==> src/rtl/core/lehist_pkg.sv <==
// Shared types and codes for the line editor with history.
package lehist_pkg;

  // Decoded key events.
  typedef enum logic [2:0] {
    OP_ENTER = 3'd0,
    OP_BACK  = 3'd1,
    OP_DEL   = 3'd2,
    OP_LEFT  = 3'd3,
    OP_RIGHT = 3'd4,
    OP_UP    = 3'd5,
    OP_DOWN  = 3'd6,
    OP_CHAR  = 3'd7
  } op_e;

  // Result beat kinds.
  typedef enum logic [1:0] {
    KIND_STATUS = 2'd0,
    KIND_COMMIT = 2'd1,
    KIND_RECALL = 2'd2
  } kind_e;

  // Character stores that the copy engine moves between.
  typedef enum logic [1:0] {
    MEM_EDIT  = 2'd0,
    MEM_HIST  = 2'd1,
    MEM_SAVED = 2'd2
  } mem_e;

  // One classified key event as it travels from the front to the back.
  typedef struct packed {
    op_e        op;
    logic [7:0] ch;
  } item_t;

  localparam int unsigned InDataW  = 16;
  localparam int unsigned OutDataW = 32;

endpackage

==> src/rtl/core/lehist_front.sv <==
// Input stage: accepts key event beats, decodes them and queues them for the back end.
module lehist_front (
  input  logic                       clk_i,
  input  logic                       rst_ni,
  input  logic                       s_valid_i,
  output logic                       s_ready_o,
  input  logic [15:0]                s_data_i,
  output lehist_pkg::item_t          item_o,
  output logic                       item_valid_o,
  input  logic                       item_pop_i
);
  import lehist_pkg::*;

  item_t      q_mem [2];
  logic       wp_q, wp_d, rp_q, rp_d;
  logic [1:0] cnt_q, cnt_d;
  logic       push, pop;
  item_t      dec;

  // Classify the raw beat into an event record.
  always_comb begin
    dec.op = op_e'(s_data_i[2:0]);
    dec.ch = s_data_i[10:3];
  end

  assign s_ready_o    = (cnt_q != 2'd2);
  assign item_valid_o = (cnt_q != 2'd0);
  assign item_o       = q_mem[rp_q];
  assign push         = s_valid_i && s_ready_o;
  assign pop          = item_pop_i && item_valid_o;

  // Queue pointers and fill count.
  always_comb begin
    wp_d  = push ? ~wp_q : wp_q;
    rp_d  = pop ? ~rp_q : rp_q;
    cnt_d = cnt_q + {1'b0, push} - {1'b0, pop};
  end

  always_ff @(posedge clk_i or negedge rst_ni) begin
    if (!rst_ni) begin
      wp_q  <= 1'b0;
      rp_q  <= 1'b0;
      cnt_q <= 2'd0;
    end else begin
      wp_q  <= wp_d;
      rp_q  <= rp_d;
      cnt_q <= cnt_d;
    end
  end

  // Queue storage.
  always_ff @(posedge clk_i) begin
    if (push) begin
      q_mem[wp_q] <= dec;
    end
  end

endmodule

==> config.mk <==
export PLATFORM = sky130hd
export DESIGN_NAME = lehist_front
export DESIGN_NICKNAME = d
export VERILOG_FILES = /design/src/rtl/core/lehist_pkg.sv /design/src/rtl/core/lehist_front.sv
export SDC_FILE = /design/constraint.sdc
export NUM_CORES = 1
export LEC_CHECK = 0
export ABC_AREA = 0
export BUFFER_PORTS_ARGS = -buffer_cell sky130_fd_sc_hd__buf_2
export CAP_MARGIN = 20
export CELL_PAD_IN_SITES_DETAIL_PLACEMENT = 1
export CELL_PAD_IN_SITES_GLOBAL_PLACEMENT = 2
export CORE_ASPECT_RATIO = 1.5
export CORE_MARGIN = 1.5
export CORE_UTILIZATION = 36
export CTS_CLUSTER_DIAMETER = 150
export CTS_CLUSTER_SIZE = 20
export DETAILED_ROUTE_END_ITERATION = 16
export PLACE_DENSITY_LB_ADDON = 0.1
export SKIP_CTS_REPAIR_TIMING = 1
export SYNTH_ARGS = -nofsm -noshare
export SYNTH_HDL_FRONTEND = slang
export SYNTH_SLANG_ARGS = --single-unit
export TNS_END_PERCENT = 30
==> constraint.sdc <==
create_clock -name clk_i -period 5.07 [get_ports clk_i]
set_clock_uncertainty 0.05 [all_clocks]
set_input_delay 1.014 -clock clk_i [delete_from_list [all_inputs] [get_ports clk_i]]
set_output_delay 1.014 -clock clk_i [all_outputs]
set_load 0.02 [all_outputs]
==> key figures <==
Die
  – Die width: 45.84 um
  – Rows: 23
  – Starting density of the core: 37.43%
  – CORE AREA: 2648 sq um
  – Die Ht: 67.26 um
  – Die ar.: 3083 sq um
  – Io pins: 33

Global route
  – First-pass GRT wire length: 2.352 mm
  – M2 GR Usage: 20.95%
  – GR Overflow Total: 0
  – Grt met1 use: 11.42%
  – Vias in the first global route: 543
  – GR Layer Usage met3: 1.872%
  – Initial antenna violation count: 0
  – GR peak layer: met2
  – Largest net degree at the start of global routing: 15
  – Overall routing resource usage: 10.86%

Clocking
  – H-tree depth: 1
  – TritonCTS clock tree: built
  – Clk pin slew, worst setup/hold paths: 80 ps
  – Clock sink total: 26
  – Root Buffer: clkbuf_8
  – CTS Buf Count: 3
  – Clk buf depth: 2
  – Worst skew pair latency: 260 ps

Detailed routing
  – Via count: 518
  – Vias per cell: 4.390
  – Antenna Nets Post-Route: 0
  – WL/cell: 13.56 um
  – First-pass DRT Iterations: 4
  – # DRC: 0
  – Total Wirelength: 1.600 mm
  – Initial DRC Count: 5

Placement
  – Dpl hpwl: 1.158 mm
  – Placement Setup Slack: 2682 ps
  – Port Buffers: 27
  – Area after DPL: 1165 sq um
  – Gpl congestion: 0.6101

Setup path
  – Crit. End Element: primary output
  – CP Cell Sequence: mux2_2, buf_2
  – Crit-path max FO: 12
  – Setup CP Type: reg2out
  – Crit-path max cell delay: 680 ps
  – Slowest-stage cell, CP: dfrtp_1
  – Worst EP required: 4010 ps
  – Crit start category: register
  – Crit path DAT: 1490 ps

Yosys
  – Largest family of logic cells by synthesized area: multiplexers
  – Mux share of post-synthesis cell area: 12.50%
  – Syn_area_per_cell: 19.43 sq um
  – Post-synthesis cell count: 51
  – Sequential fraction of the synthesis area: 76.77%
  – Top-area cell type share of the netlist area: 66.67%
  – Register bit total from synthesis: 26
  – XOR/XNOR share of the synthesized area: 3.535%
  – Synth area leader: edfxtp_1
  – Most frequent cells after synthesis: edfxtp_1 (22), mux2_1 (9), dfrtp_1 (4)
  – Post-synth EDFFs: 22
  – Post-synth top flop: edfxtp_1
  – Ys async rst share: 15.38%
  – Unique masters post-synth: 15
  – Compound-cell area share of the yosys netlist: 0%
  – Adder-cell share of the synthesized area: 2.525%
  – Most common cell in the synthesized netlist: edfxtp_1
  – Yosys warns: 0
  – Synth Area in Simple Gates: 3.535%
  – Area contributors post-synth: edfxtp_1 (67%), mux2_1 (10%), dfrtp_1 (10%), xnor2_1 (2.7%), ha_1 (2.5%)
  – Synthesized net count: 73
  – Mapped Area: 991.0 sq um

STA
  – Min Tclk post-route: 2554 ps
  – Setup ws final: 2516 ps
  – Slew HR: 39.02%
  – Slew of the pin with the lowest slew margin: 911.4 ps
  – WHS: 454.1 ps
  – Final-report setup violation count: 0
  – Final period util: 50.38%
  – Final setup TNS: 0 ps
  – Hold Vio Cnt, Final: 0
  – Slew Viols, Final: 0
  – Max Clock Freq: 391.5 MHz
  – RSZ-0062 raised after global routing: no

Cells and area
  – Area grow syn2layout: 22.10%
  – Ant. Diodes: 0
  – Layout cell share with drive strength beyond 1: 40.74%
  – Fin nets: 104
  – Design Area, Final: 1210 sq um
  – Filler Cell Count: 288

Pwr
  – Cell Int Power: 0.4535 mW
  – Clock share of power: 16.5%
  – Net Sw Frac: 33.89%
  – Power Density: 566.9 nW/um^2
  – Comb power frac: 34.7%
  – Sequential power share: 48.8%
  – VDD IR-drop max: 274.1 uV
  – Total net switching power: 0.2324 mW
  – Leak: 0.4732 nW

Worst hold path
  – Hold WC Path Type: reg2reg

Outcome
  – Status: finished, final reports clean

Flow run
  – Max-cap violations: 0
-- power groups by stage --
stage	sequential (mW)	combinational, mW	clock (mW)
floorplan	0.317	0.189	0
global placement	0.339	0.238	0
detailed placement	0.341	0.242	0
CTS	0.337	0.245	0.118
global route	0.343	0.259	0.126
finish	0.334	0.238	0.113
-- cell type report --
cell class	instances	area (sq um)	share of cell area, %
inverter	1	3.754	0.3102
tap	37	46.29	3.826
sequential	26	760.7	62.87
timing repair buffer	27	135.1	11.17
clock buffer	4	45.04	3.723
multi-input combinational	23	219.0	18.10
-- critical path, delay by kind of cell (launching register included) --
| family | cells | cell delay, ps |
|---|---|---|
| flops | 1 | 680 |
| mux | 1 | 390 |
| buf+inv | 1 | 160 |
-- cell usage in the layout (no fill, tap or decap), drive strengths merged --
cell	n
ha	2
buf	27
clkbuf	4
or2	1
xor2	1
nand2b	1
nor2	1
inv	1
mux2	11
and2	1
xnor2	3
and3	1
nand2	1
dfrtp	4
edfxtp	22
-- final timing paths --
kind,startpoint,endpoint,slack (ps),depth (start not counted)
max,rp_q,item_o[0],2520,2
min,wp_q,wp_q,450,1
max reg2reg,cnt_q[1],q_mem[0][3],3310,3
min reg2reg,wp_q,wp_q,450,1
max in group asynchronous,rst_ni,rp_q,4350,1
min in group asynchronous,rst_ni,wp_q,500,1
-- logic make-up (layout without fill, tap and decap cells) --
kind of cell               count (synthesis)  after routing
xor gates and xnor gates                   4              4
adders and majority gates                  2              2
buffers and inverters                      2             32
DFF                                       26             26
muxes                                     11             11
and+or+nand+nor                            6              6
-- sequential cells by signal (all words and copies together), names as in the netlist --
signal  cells
wp_q        1
rp_q        1
cnt_q       2
q_mem      22
-- per-layer routing --
layer / part of all wire, % / up-vias
met5: 0 / -
met4: 0 / 0
met3: 4.5 / 0
met2: 58 / 16
met1: 37 / 255
li1: - / 247
-- through the flow --
stage / utilization, % / cells / total power, mW
floorplan: - / 51 / 0.5060
CTS: 45.70 / 118 / 0.7000
global placement: 44.00 / 114 / 0.5772
detailed placement: 44.00 / 114 / 0.5834
global route: 45.70 / 118 / 0.7275
finish: 45.70 / 118 / 0.6859
No activity file was read; power rests on OpenSTA's default activity.
